$ cat config.mk
export PLATFORM = sky130hd
export DESIGN_NAME = rtc_bcd_time_decode_check_top
export DESIGN_NICKNAME = d
export VERILOG_FILES = /design/src/design/rtcchk_pkg.sv /design/src/design/rtcchk_decode.sv /design/src/design/rtc_bcd_time_decode_check_top.sv
export SDC_FILE = /design/constraint.sdc
export NUM_CORES = 1
export LEC_CHECK = 0
export BUFFER_PORTS_ARGS = -buffer_cell sky130_fd_sc_hd__buf_4
export CAP_MARGIN = 20
export CORE_MARGIN = 3
export CORE_UTILIZATION = 39
export CTS_CLUSTER_SIZE = 25
export DETAILED_ROUTE_END_ITERATION = 6
export PLACE_DENSITY = 0.62
export SKIP_CTS_REPAIR_TIMING = 1
export SKIP_LAST_GASP = 1
export SLEW_MARGIN = 10
export SYNTH_ARGS = -nofsm -noshare
export SYNTH_HDL_FRONTEND = slang
export SYNTH_HIERARCHICAL = 1
export SYNTH_SLANG_ARGS = --single-unit
$ cat constraint.sdc
create_clock -name clk -period 2.15 [get_ports clk]
set_input_delay 0.43 -clock clk [delete_from_list [all_inputs] [get_ports clk]]
set_output_delay 0.43 -clock clk [all_outputs]
set_load 0.1 [all_outputs]
$ cat src/design/rtcchk_pkg.sv
// Shared types, register masks, limits and the month-length table for the RTC time decode.
// No dependencies; used by rtcchk_decode and rtc_bcd_time_decode_check_top.
`default_nettype none

package rtcchk_pkg;

	// Defined bits of each raw time register
	localparam logic [7:0] SecMask  = 8'h7F;
	localparam logic [7:0] MinMask  = 8'h7F;
	localparam logic [7:0] HourMask = 8'h3F;
	localparam logic [7:0] DayMask  = 8'h3F;
	localparam logic [7:0] WdayMask = 8'h07;
	localparam logic [7:0] MonMask  = 8'h1F;

	// Largest decoded value each register may hold
	localparam logic [6:0] MaxSecond = 7'd59;
	localparam logic [6:0] MaxMinute = 7'd59;
	localparam logic [5:0] MaxHour   = 6'd23;
	localparam logic [5:0] MaxDay    = 6'd31;
	localparam logic [2:0] MaxWday   = 3'd6;
	localparam logic [4:0] MaxMonth  = 5'd12;
	localparam logic [7:0] MaxYear   = 8'd99;

	localparam logic [3:0] MaxDigit  = 4'd9;

	// Calendar window, as offsets from the century base
	localparam logic [11:0] YearBase  = 12'd2000;
	localparam logic [7:0]  YearLoOfs = 8'd24;   // 2024
	localparam logic [7:0]  YearHiOfs = 8'd99;   // 2099

	// Decoded register snapshot
	typedef struct packed {
		logic [6:0] sec;
		logic [6:0] min;
		logic [5:0] hour;
		logic [5:0] day;
		logic [2:0] wday;
		logic [4:0] mon;
		logic [7:0] yr;
	} dec_t;

	// Days in a month 1..12; other codes return 31 and are never used
	function automatic logic [4:0] days_per_month(input logic [4:0] mon, input logic leap);
		logic [4:0] d;
		d = 5'd31;
		case (mon)
			5'd2:    d = leap ? 5'd29 : 5'd28;
			5'd4, 5'd6, 5'd9, 5'd11: d = 5'd30;
			default: d = 5'd31;
		endcase
		return d;
	endfunction

endpackage

`default_nettype wire

$ cat src/design/rtcchk_decode.sv
// BCD decode of the seven RTC time registers, all but the year masked, plus a per-digit BCD check.
// Depends on rtcchk_pkg for masks and the dec_t snapshot type.
`default_nettype none

module rtcchk_decode import rtcchk_pkg::*; (
	input  wire logic [7:0] raw_seconds,
	input  wire logic [7:0] raw_minutes,
	input  wire logic [7:0] raw_hours,
	input  wire logic [7:0] raw_days,
	input  wire logic [7:0] raw_weekdays,
	input  wire logic [7:0] raw_months,
	input  wire logic [7:0] raw_years,
	output dec_t            dec,
	output logic            digits_ok
);

	logic [7:0] m_sec, m_min, m_hour, m_day, m_wday, m_mon;

	always_comb begin
		m_sec  = raw_seconds  & SecMask;
		m_min  = raw_minutes  & MinMask;
		m_hour = raw_hours    & HourMask;
		m_day  = raw_days     & DayMask;
		m_wday = raw_weekdays & WdayMask;
		m_mon  = raw_months   & MonMask;

		// tens * 10 + units; non-BCD units still decode as their binary value
		dec.sec  = 7'({m_sec[6:4], 3'b000} + {3'b000, m_sec[6:4], 1'b0}) + 7'(m_sec[3:0]);
		dec.min  = 7'({m_min[6:4], 3'b000} + {3'b000, m_min[6:4], 1'b0}) + 7'(m_min[3:0]);
		dec.hour = 6'({m_hour[5:4], 3'b000} + {3'b000, m_hour[5:4], 1'b0}) + 6'(m_hour[3:0]);
		dec.day  = 6'({m_day[5:4], 3'b000} + {3'b000, m_day[5:4], 1'b0}) + 6'(m_day[3:0]);
		dec.wday = m_wday[2:0];
		dec.mon  = (m_mon[4] ? 5'd10 : 5'd0) + 5'(m_mon[3:0]);
		dec.yr   = 8'({raw_years[7:4], 3'b000}) + 8'({raw_years[7:4], 1'b0})
		         + 8'(raw_years[3:0]);

		// Narrow tens fields cannot exceed nine; check the rest
		digits_ok = (m_sec[3:0]  <= MaxDigit) && (m_min[3:0] <= MaxDigit)
		         && (m_hour[3:0] <= MaxDigit) && (m_day[3:0] <= MaxDigit)
		         && (m_mon[3:0]  <= MaxDigit) && (raw_years[3:0] <= MaxDigit)
		         && (raw_years[7:4] <= MaxDigit);
	end

endmodule

`default_nettype wire

$ cat src/design/rtc_bcd_time_decode_check_top.sv
// Top level of the RTC time register decode and check: three-stage pipeline with handshakes.
// Depends on rtcchk_pkg and rtcchk_decode.
`default_nettype none

// Takes one snapshot of the seven raw BCD time registers per word and returns one
// decoded word: second, minute, hour, day of month, weekday and month as binary
// values, the year as 2000 plus the decoded year byte, the voltage-low flag (bit 7
// of the seconds register) on supply_low, raw_valid (every digit is BCD and every
// value is within its register's maximum) and date_valid (a real calendar moment in
// 2024..2099 with the Gregorian leap rule, hour <= 23, minute and second <= 59,
// weekday <= 6). Bits outside each register's defined field are ignored. date_valid
// looks only at the decoded values, so it can be set while raw_valid is clear. The
// block is a three-stage pipeline: stage 1 masks and decodes the digits, stage 2
// runs the limit compares and looks up the month length, stage 3 finishes the day
// check and is the output register. A word can enter every cycle while in_ready
// is high; out_valid rises once the word has been registered in stage 1, then in
// stage 2 and then in stage 3. Each stage holds while the one after it is full and
// stalled, so a stall on the output loses and repeats nothing, and in_ready stays
// high as long as any stage has room.

module rtc_bcd_time_decode_check_top import rtcchk_pkg::*; (
	input  wire logic        clk,
	input  wire logic        arst_n,
	// input channel
	input  wire logic        in_valid,
	output logic             in_ready,
	input  wire logic [7:0]  raw_seconds,
	input  wire logic [7:0]  raw_minutes,
	input  wire logic [7:0]  raw_hours,
	input  wire logic [7:0]  raw_days,
	input  wire logic [7:0]  raw_weekdays,
	input  wire logic [7:0]  raw_months,
	input  wire logic [7:0]  raw_years,
	// output channel
	output logic             out_valid,
	input  wire logic        out_ready,
	output logic [6:0]       second,
	output logic [6:0]       minute,
	output logic [5:0]       hour,
	output logic [5:0]       day_of_month,
	output logic [2:0]       weekday,
	output logic [4:0]       month,
	output logic [11:0]      year,
	output logic             supply_low,
	output logic             raw_valid,
	output logic             date_valid
);

	// Stage valid bits and per-stage advance enables
	logic v_s1, v_s2, v_s3;
	logic adv1, adv2, adv3;

	// A stage takes a new word when it is empty or its word moves on this cycle
	assign adv3     = !v_s3 || out_ready;
	assign adv2     = !v_s2 || adv3;
	assign adv1     = !v_s1 || adv2;
	assign in_ready = adv1;

	always_ff @(posedge clk or negedge arst_n) begin
		if (!arst_n) begin
			v_s1 <= 1'b0;
			v_s2 <= 1'b0;
			v_s3 <= 1'b0;
		end else begin
			if (adv1) v_s1 <= in_valid;
			if (adv2) v_s2 <= v_s1;
			if (adv3) v_s3 <= v_s2;
		end
	end

	// ---------------- Stage 1: mask and decode ----------------
	dec_t dec_c;
	logic digits_ok_c;

	rtcchk_decode u_decode (
		.raw_seconds  (raw_seconds),
		.raw_minutes  (raw_minutes),
		.raw_hours    (raw_hours),
		.raw_days     (raw_days),
		.raw_weekdays (raw_weekdays),
		.raw_months   (raw_months),
		.raw_years    (raw_years),
		.dec          (dec_c),
		.digits_ok    (digits_ok_c)
	);

	dec_t dec_s1;
	logic digits_ok_s1, vlow_s1;

	always_ff @(posedge clk) begin
		if (adv1) begin
			dec_s1       <= dec_c;
			digits_ok_s1 <= digits_ok_c;
			vlow_s1      <= raw_seconds[7];
		end
	end

	// ---------------- Stage 2: limits and month length ----------------
	logic       raw_ok_c, date_pre_c, leap_c;
	logic [4:0] max_day_c;

	always_comb begin
		raw_ok_c = digits_ok_s1
		        && (dec_s1.sec  <= MaxSecond) && (dec_s1.min  <= MaxMinute)
		        && (dec_s1.hour <= MaxHour)   && (dec_s1.day  <= MaxDay)
		        && (dec_s1.wday <= MaxWday)   && (dec_s1.mon  <= MaxMonth)
		        && (dec_s1.yr   <= MaxYear);

		date_pre_c = (dec_s1.yr >= YearLoOfs) && (dec_s1.yr <= YearHiOfs)
		          && (dec_s1.mon >= 5'd1) && (dec_s1.mon <= MaxMonth)
		          && (dec_s1.day >= 6'd1)
		          && (dec_s1.hour <= MaxHour) && (dec_s1.min <= MaxMinute)
		          && (dec_s1.sec <= MaxSecond) && (dec_s1.wday <= MaxWday);

		// Inside 2024..2099 no century year occurs, so divisible by four is the full rule;
		// outside that window date_pre_c already fails
		leap_c    = (dec_s1.yr[1:0] == 2'b00);
		max_day_c = days_per_month(dec_s1.mon, leap_c);
	end

	dec_t       dec_s2;
	logic       raw_ok_s2, date_pre_s2, vlow_s2;
	logic [4:0] max_day_s2;

	always_ff @(posedge clk) begin
		if (adv2) begin
			dec_s2      <= dec_s1;
			raw_ok_s2   <= raw_ok_c;
			date_pre_s2 <= date_pre_c;
			vlow_s2     <= vlow_s1;
			max_day_s2  <= max_day_c;
		end
	end

	// ---------------- Stage 3: day check, year, output register ----------------
	dec_t        dec_s3;
	logic [11:0] year_s3;
	logic        raw_ok_s3, date_ok_s3, vlow_s3;

	always_ff @(posedge clk) begin
		if (adv3) begin
			dec_s3     <= dec_s2;
			year_s3    <= YearBase + {4'b0000, dec_s2.yr};
			raw_ok_s3  <= raw_ok_s2;
			date_ok_s3 <= date_pre_s2 && (dec_s2.day <= {1'b0, max_day_s2});
			vlow_s3    <= vlow_s2;
		end
	end

	assign out_valid    = v_s3;
	assign second       = dec_s3.sec;
	assign minute       = dec_s3.min;
	assign hour         = dec_s3.hour;
	assign day_of_month = dec_s3.day;
	assign weekday      = dec_s3.wday;
	assign month        = dec_s3.mon;
	assign year         = year_s3;
	assign supply_low   = vlow_s3;
	assign raw_valid    = raw_ok_s3;
	assign date_valid   = date_ok_s3;

endmodule

`default_nettype wire

# == Word-level counts from Yosys, hierarchy flattened ==
# Cells that the tools add are included.
# word_totals
regBits,146
inputBits,60
out_inout_bits,51
elab_cells,101
# op_classes
n_addsub,12
n_lt_le_gt_ge,18
eq_ne,5
mux,3
reduce_logical,30
# op_table
operator,count
less-or-equal comparator 4 bit (second input constant),7
logical AND 1 bit,22
adder 6 x 4 -> 7 bit,2
adder 7 x 4 -> 7 bit,2
less-or-equal comparator 7 x 6 -> 1 bit (second input constant),2
adder 11 x 8 -> 12 bit (first input constant),1
adder 5 x 3 -> 6 bit,2
adder 6 x 4 -> 6 bit,2
less-or-equal comparator 6 x 5 -> 1 bit (second input constant),2
== test 5 x 3 -> 1 bit (second input constant),2
== test 5 x 4 -> 1 bit (second input constant),2
adder 7 x 5 -> 8 bit,1
adder 8 x 4 -> 8 bit,1
greater-or-equal comparator 8 x 5 -> 1 bit (second input constant),1
less-or-equal comparator 8 x 7 -> 1 bit (second input constant),1
greater-or-equal comparator 6 x 1 -> 1 bit (second input constant),1
less-or-equal comparator 6 x 5 -> 1 bit,1
adder 5 x 4 -> 5 bit,1
== test 5 x 2 -> 1 bit (second input constant),1
greater-or-equal comparator 5 x 1 -> 1 bit (second input constant),1
less-or-equal comparator 5 x 4 -> 1 bit (second input constant),1
two-way mux 4 bit,1
one-hot mux 2 bit (2 select lines),1
OR reduction 4 bit,1
5 further kinds,9

# == Longest topological paths before layout ==
# Gate-level depths: netlist (run 1).
# logic_depth
word_depth,9
depth_mapped,7
mapped_depth_nobuf,7

# == Hierarchy ==
# The synthesis (run 1) kept the hierarchy.
# modules_own_cells
mod,instances,cells_each,area_each_um2,seq_area_each_um2
rtc_bcd_time_decode_check_top,1,191,4580.6,4249.1
rtcchk_decode,1,117,975.9,0.0

# == Worst setup path after synthesis (run 1) ==
# OpenSTA, ideal clock, no wires.
# synth_path
path_type,register -> register
from,"register v_s3, in the netlist out_valid"
to,register dec_s1[0] (netlist bit) (enable)
arrival_ns,3.323
t_required_ns,1.025
slack_ns,-2.298
stages_incl_launch_ff,2
n_path_buf,0
period_less_slack_ns,4.448
path_cell_list,dfrtp_1 -> nand4b_1
# synth_via
elab_chain_len,4
# synth_lines
item,line,rtl
start: declaration,rtc_bcd_time_decode_check_top.sv:50,"logic v_s1, v_s2, v_s3;"
start signal: assignment,rtc_bcd_time_decode_check_top.sv:67,if (adv3) v_s3 <= v_s2;
zero test 1 bit,rtc_bcd_time_decode_check_top.sv:54,assign adv3 = !v_s3 || out_ready;
logical OR 1 bit,rtc_bcd_time_decode_check_top.sv:54,
logical OR 1 bit,rtc_bcd_time_decode_check_top.sv:55,assign adv2 = !v_s2 || adv3;
logical OR 1 bit,rtc_bcd_time_decode_check_top.sv:56,assign adv1 = !v_s1 || adv2;
named net in_ready,rtc_bcd_time_decode_check_top.sv:26,"output logic in_ready,"
end signal: assignment,rtc_bcd_time_decode_check_top.sv:92,dec_s1 <= dec_c;
end: declaration,rtc_bcd_time_decode_check_top.sv:87,dec_t dec_s1;
# The timed path passes the listed nets, and every way through them passes these cells.
# A chain may end at the register's enable or synchronous reset.

# == Worst setup path after layout (run 1) ==
# layout_path
from,"register v_s3, in the netlist out_valid"
to,output port in_ready
# layout_via
elab_chain_len,4
# layout_lines
item,line
zero test 1 bit,rtc_bcd_time_decode_check_top.sv:54
logical OR 1 bit,rtc_bcd_time_decode_check_top.sv:54
logical OR 1 bit,rtc_bcd_time_decode_check_top.sv:55
logical OR 1 bit,rtc_bcd_time_decode_check_top.sv:56
end: declaration,rtc_bcd_time_decode_check_top.sv:26
# Every way passes these cells.

==> results of run 1 <==
## placed cells by master (no fill, tap or decap), drive strengths merged, types with 2 or more instances in the layout
master | Yosys | final
edfxtp | 139 | 139
nand2 | 2 | 2
xor2 | 3 | 3
clkbuf | 0 | 20
ha | 30 | 30
fa | 8 | 8
a21oi | 12 | 12
inv | 33 | 34
a21o | 4 | 4
o21a | 3 | 3
nor4 | 3 | 3
buf | 10 | 102
nor2 | 7 | 7
nand3 | 4 | 4
nand4 | 4 | 4
clkinv | 0 | 8
dfrtp | 3 | 3
nand2b | 6 | 6
o21ai | 8 | 8
nor2b | 3 | 3
xnor2 | 10 | 10
## worst max-delay path, cell delays in order (launching register included)
cell,delay (ps)
dfrtp_4,490
nand4b_1,200
buf_4,330
## area by class of cell
class	count	area share, %
repair buffers	103	11.4
flip-flops and latches	142	60.8
clock buffers	20	6.24
clock inverters	10	0.715
well taps	176	3.15
inverters	33	1.77
multi-input cells	123	15.9
## sequential cells by signal, summed over array words and instances (netlist names), 2 cells and up
register,flops
day_of_month,6
dec_s1,42
dec_s2,42
hour,6
max_day_s2,2
minute,7
month,5
second,7
weekday,3
year,11
## cell families (layout without fill, tap and decap cells)
logic type	after synthesis	in the layout	synth area share [%]
AOI/OAI and AO/OA	35	35	4.37
xor gates and xnor gates	13	13	2.05
adders and majority gates	38	38	9.64
buffers and inverters	43	166	3.58
DFF	142	142	76.5
and+or+nand+nor	37	37	3.90
## metal layers
| metal | vias up | wire length, microns |
|---|---|---|
| li1 | 1359 | - |
| met1 | 1377 | 3630 |
| met2 | 80 | 4620 |
| met3 | 13 | 597 |
| met4 | 0 | 180 |
| met5 | - | 0 |
## per-stage QoR
| step | hold slack, ps | cells | util, % |
|---|---|---|---|
| CTS | -226 | 606 | 51.3 |
| finish | 195 | 607 | 51.4 |
| global route | 166 | 607 | 51.4 |
| global placement | 219 | 576 | 47.7 |
| detailed placement | 221 | 576 | 47.7 |
| floorplan | 134 | 308 | - |
## worst min path at each step
| stage | end | cells after the start | slack (ps) |
|---|---|---|---|
| floorplan | v_s1 | 0 | 130 |
| global placement | v_s1 | 1 | 220 |
| detailed placement | v_s1 | 1 | 220 |
| CTS | v_s1 | 1 | -230 |
| global route | dec_s1[14] | 1 | 170 |
| finish | dec_s1[28] | 1 | 200 |
## power breakdown
part	total [mW]	switching [mW]	internal, mW	leakage [nW]
clock	2.41	0.983	1.43	0.237
sequential	3.76	0.165	3.60	1.45
combinational	1.81	1.40	0.412	1.14
==> out/metrics.csv, run 1 <==
metric;value;unit
largest net degree at the start of global routing;49;
Place WS;-6.27;ps
CP Launch Point;out_valid;
routed via count;2829;
Synth Cell Area;5560;sq um
IR drop worst, VDD;439;uV
global-route wire length before repair;14.6;mm
initial DRC count;152;
Chip Height;125;microns
CTS tree;done;
Reg2Reg Capture Point;raw_ok_s2;
syn avg cell area;18.0;sq um
n_diodes;0;
Worst setup endpoint;in_ready;
met1 Use GR;13.3;%
Fin. Hold Viols;0;
leakage power;2.83;nW
unrepaired setup endpoints after global routing;no;
Hold Path Class;in2reg;
Yosys top cell by area;edfxtp_1;
GRT Total Usage;12.4;%
Final Cycle Share;86.6;%
cts bufs inserted;17;
multi-input logic area;1110;sq um
initial antenna violation count;0;
row cnt;42;
insertion delay to the later sink of the worst-skew pair;410;ps
Design Power;7.99;mW
Reg clk slew, reported paths;50;ps
register area;4250;sq um
Clock Skew;6.51;ps
vias per inst;4.66;
post-route ant nets;0;
CP Class;reg2out;
GR Util met2;20.9;%
CP Launch Type;register;
detailed-route DRC error count;0;
WL/cell;14.9;microns
nets;518;
CTS root buf;clkbuf_16;
Initial Util;40.8;%
DIE WIDTH;125;microns
port bufs;97;
Initial DRT Pass Iterations;5;
max cap viols;0;
Fill cells;1133;
yosys warns;6;
DP HPWL;6.50;mm
Pwr Density;1140;nW/um^2
r2r startpoint;dec_s1[8];
critical path required time;1720;ps
CTS Buffer Depth;2;
met3 Use GR;5.67;%
drt total wl;9.02;mm
Worst Path Max Fanout;4;
Slew @ Worst Pin;453;ps
most frequent cell after synthesis;edfxtp_1;
fraction of registers with async set/reset;2.11;%
Slew Viols, Final;0;
synthesized flop and latch total;142;
CP arrival;1430;ps
busiest grt layer;met2;
Yosys top cell area share;75.1;%
Achievable Freq;537;MHz
register area share after synthesis;76.5;%
Synth top cells by count;edfxtp_1 (139), inv_1 (33), ha_1 (30);
status;finished, final reports clean;
sum of negative setup slack;0;ps
Area after DPL;6500;sq um
clock sinks;142;
GR Overflow Total;0;
Design Area, Final;7000;sq um
Setup-failing EPs final;0;
die footprint;15700;sq um
GP Congestion;0.807;
core area;13600;sq um
share of post-route cells with drive strength above 1;31.1;%
Yosys cell types;36;
Reg2Reg Setup Slack;680;ps
Setup crit end kind;primary output;
Rel. slew slack;69.0;%
H-tree Lvls;4;
vias in the first global route;2989;
Synth Flop Type;edfxtp_1;
number of synthesized flops with an enable pin;139;
Synth area leaders;edfxtp_1 (75%), ha_1 (6.8%), fa_1 (2.9%), inv_1 (2.2%), xnor2_1 (1.6%);
fin crit period;1860;ps
area delta synth->final;25.9;%
Mapped Cells;308;
post-route setup slack;288;ps
hold path startpoint;raw_minutes[0];
net count after synthesis;406;
worst-case reg-to-reg path depth;3;
I/O pin cnt;111;
Power figures use the tool's default switching activity.
==> run 2, diff against run 1 <==
--- a/config.mk
+++ b/config.mk
@@ -5,6 +5,7 @@
 export SDC_FILE = /design/constraint.sdc
 export NUM_CORES = 1
 export LEC_CHECK = 0
+export ABC_AREA = 1
 export BUFFER_PORTS_ARGS = -buffer_cell sky130_fd_sc_hd__buf_4
 export CAP_MARGIN = 20
 export CORE_MARGIN = 3
==> run 2 against run 1 <==
Clock skew increased by 5.8 ps. Power increased by 6.5%. Clock power increased by 21%. Sequential share of layout area decreased by 2.3 points. Die area increased by 2.3%.
==> out/metrics.csv, run 2 <==
metric;value;unit
status;finished, final reports clean;
Placed Instances;645;
insertion delay to the later sink of the worst-skew pair;410;ps
row cnt;43;
yosys warns;6;
Final Cycle Share;85.5;%
Synth Flop Type;edfxtp_1;
number of synthesized flops with an enable pin;139;
WL/cell;13.5;microns
most frequent cells in the layout;edfxtp_1 (139), buf_4 (103), inv_1 (47);
commonest non-fill, non-tap cell in the layout;edfxtp_1;
IR drop worst, VDD;667;uV
Slew @ Worst Pin;587;ps
GRT Total Usage;12.1;%
n_diodes;0;
GP Congestion;0.762;
Synth Cell Area;5690;sq um
DP HPWL;6.91;mm
hold path startpoint;raw_seconds[0];
fin crit period;1840;ps
worst-case reg-to-reg path depth;4;
CTS tree;done;
vias in the first global route;2948;
post-route setup slack;311;ps
Reg2Reg Setup Slack;670;ps
max cap viols;0;
r2r startpoint;out_valid;
Synth top cells by count;edfxtp_1 (139), inv_1 (48), nand2_1 (47);
I/O pin cnt;111;
Slew Viols, Final;0;
Chip Height;127;microns
met3 Use GR;4.72;%
critical path depth in cells;4;
Achievable Freq;544;MHz
busiest grt layer;met2;
global-route wire length before repair;14.7;mm
Yosys top cell by area;edfxtp_1;
most frequent cell after synthesis;edfxtp_1;
WHS Path Cells;1;
CP Class;reg2out;
die footprint;16100;sq um
Setup crit end kind;primary output;
cts bufs inserted;17;
core area;14100;sq um
Reg2Reg Capture Point;dec_s2[4];
post-route ant nets;0;
DIE WIDTH;127;microns
worst hold slack;193;ps
Yosys cell types;27;
Design Power;8.51;mW
synthesized flop and latch total;142;
Crit path largest cell delay;500;ps
share of post-route cells with drive strength above 1;28.7;%
port bufs;97;
H-tree Lvls;4;
detailed-route DRC error count;0;
Setup-failing EPs final;0;
Place WS;8.77;ps
Worst path top cell family by delay;flip-flops;
nets;583;
CTS root buf;clkbuf_16;
Pwr Density;1170;nW/um^2
Buf+Inv Stages, Crit Path;1;
vias per inst;4.36;
syn avg cell area;15.3;sq um
Synth area leaders;edfxtp_1 (73%), ha_1 (6.6%), inv_1 (3.2%), nand2_1 (3.1%), fa_1 (2.8%);
Design Area, Final;7270;sq um
met1 Use GR;14.3;%
initial antenna violation count;0;
post-layout util;51.6;%
CP Cell Sequence;nand2_8, nor2_4, nand2_4, buf_4;
CP arrival;1410;ps
Initial Util;40.4;%
Hold Crit Endpoint;dec_s1[35];
net count after synthesis;470;
routed via count;2956;
Mapped Cells;372;
Worst Path Max Fanout;3;
Reg clk slew, reported paths;50;ps
critical path required time;1720;ps
Area after DPL;6650;sq um
initial DRC count;170;
drt total wl;9.14;mm
Rel. slew slack;60.9;%
leakage power;3.06;nW
Clock Skew;12.3;ps
unrepaired setup endpoints after global routing;no;
Fin. Hold Viols;0;
Initial DRT Pass Iterations;5;
area delta synth->final;27.7;%
Hold Path Class;in2reg;
GR Util met2;19.8;%
sum of negative setup slack;0;ps
clock sinks;142;
Cell Count, Final, Fillers Out;678;
largest net degree at the start of global routing;50;
CP Launch Type;register;
GR Overflow Total;0;
CTS Buffer Depth;2;
fraction of registers with async set/reset;2.11;%
Slowest-stage cell, CP;dfrtp_4;
register area share after synthesis;74.7;%
Yosys top cell area share;73.3;%
[run 2: changes by cell type in the layout (fill, tap and decap cells not counted), moves of 4 or more]
cell,before,now
nand2_1,2,45
a21oi_1,7,11
inv_1,33,47
xnor2_1,10,6
bufinv_16,0,4
nand2b_1,5,0
nand3_1,4,17
a21oi_2,5,1
nor2_1,7,25
[run 2: routing by layer]
| layer | vias to the layer above | wire (microns) |
|---|---|---|
| met1 | 1357 | 3820 |
| li1 | 1523 | - |
| met4 | 0 | 106 |
| met2 | 70 | 4760 |
| met5 | - | 0 |
| met3 | 6 | 455 |
[run 2: worst register-to-register path: stages, from the launching register on]
cell and delay [ps]:
dfrtp_4 500, nand2_8 80, nor2_4 50, clkinvlp_4 70
buf_4 400
[run 2: cell type report]
class                   count  area, sq um
clock buffers              18          429
inverters                  50          191
well taps                 180          225
multi-input cells         170         1210
repair buffers            104          783
flip-flops and latches    142         4250
fillers                  1207         6830
clock inverters            14          174
[run 2: where the power goes]
group,switching (mW),internal [mW],leakage [nW]
Combinational,1.43,0.412,1.32
Clock,1.00,1.92,0.291
Sequential,0.160,3.59,1.45
[run 2: worst max path at each step]
stage / start / end / slack [ps]
floorplan: out_valid / date_pre_s2 / -10
global placement: raw_years[3] / dec_s1[6] / 40
detailed placement: raw_years[3] / dec_s1[6] / 9
CTS: out_valid / in_ready / 260
global route: out_valid / in_ready / 240
finish: out_valid / in_ready / 310
[run 2: kinds of logic (layout without fill, tap and decap cells)]
family	count (synthesis)	count (layout)	synth area share [%]
AOI/OAI and AO/OA	27	27	2.92
xor gates and xnor gates	7	7	1.08
adders and majority gates	38	38	9.41
buffers and inverters	60	186	4.62
DFF	142	142	74.7
and+or+nand+nor	98	98	7.32
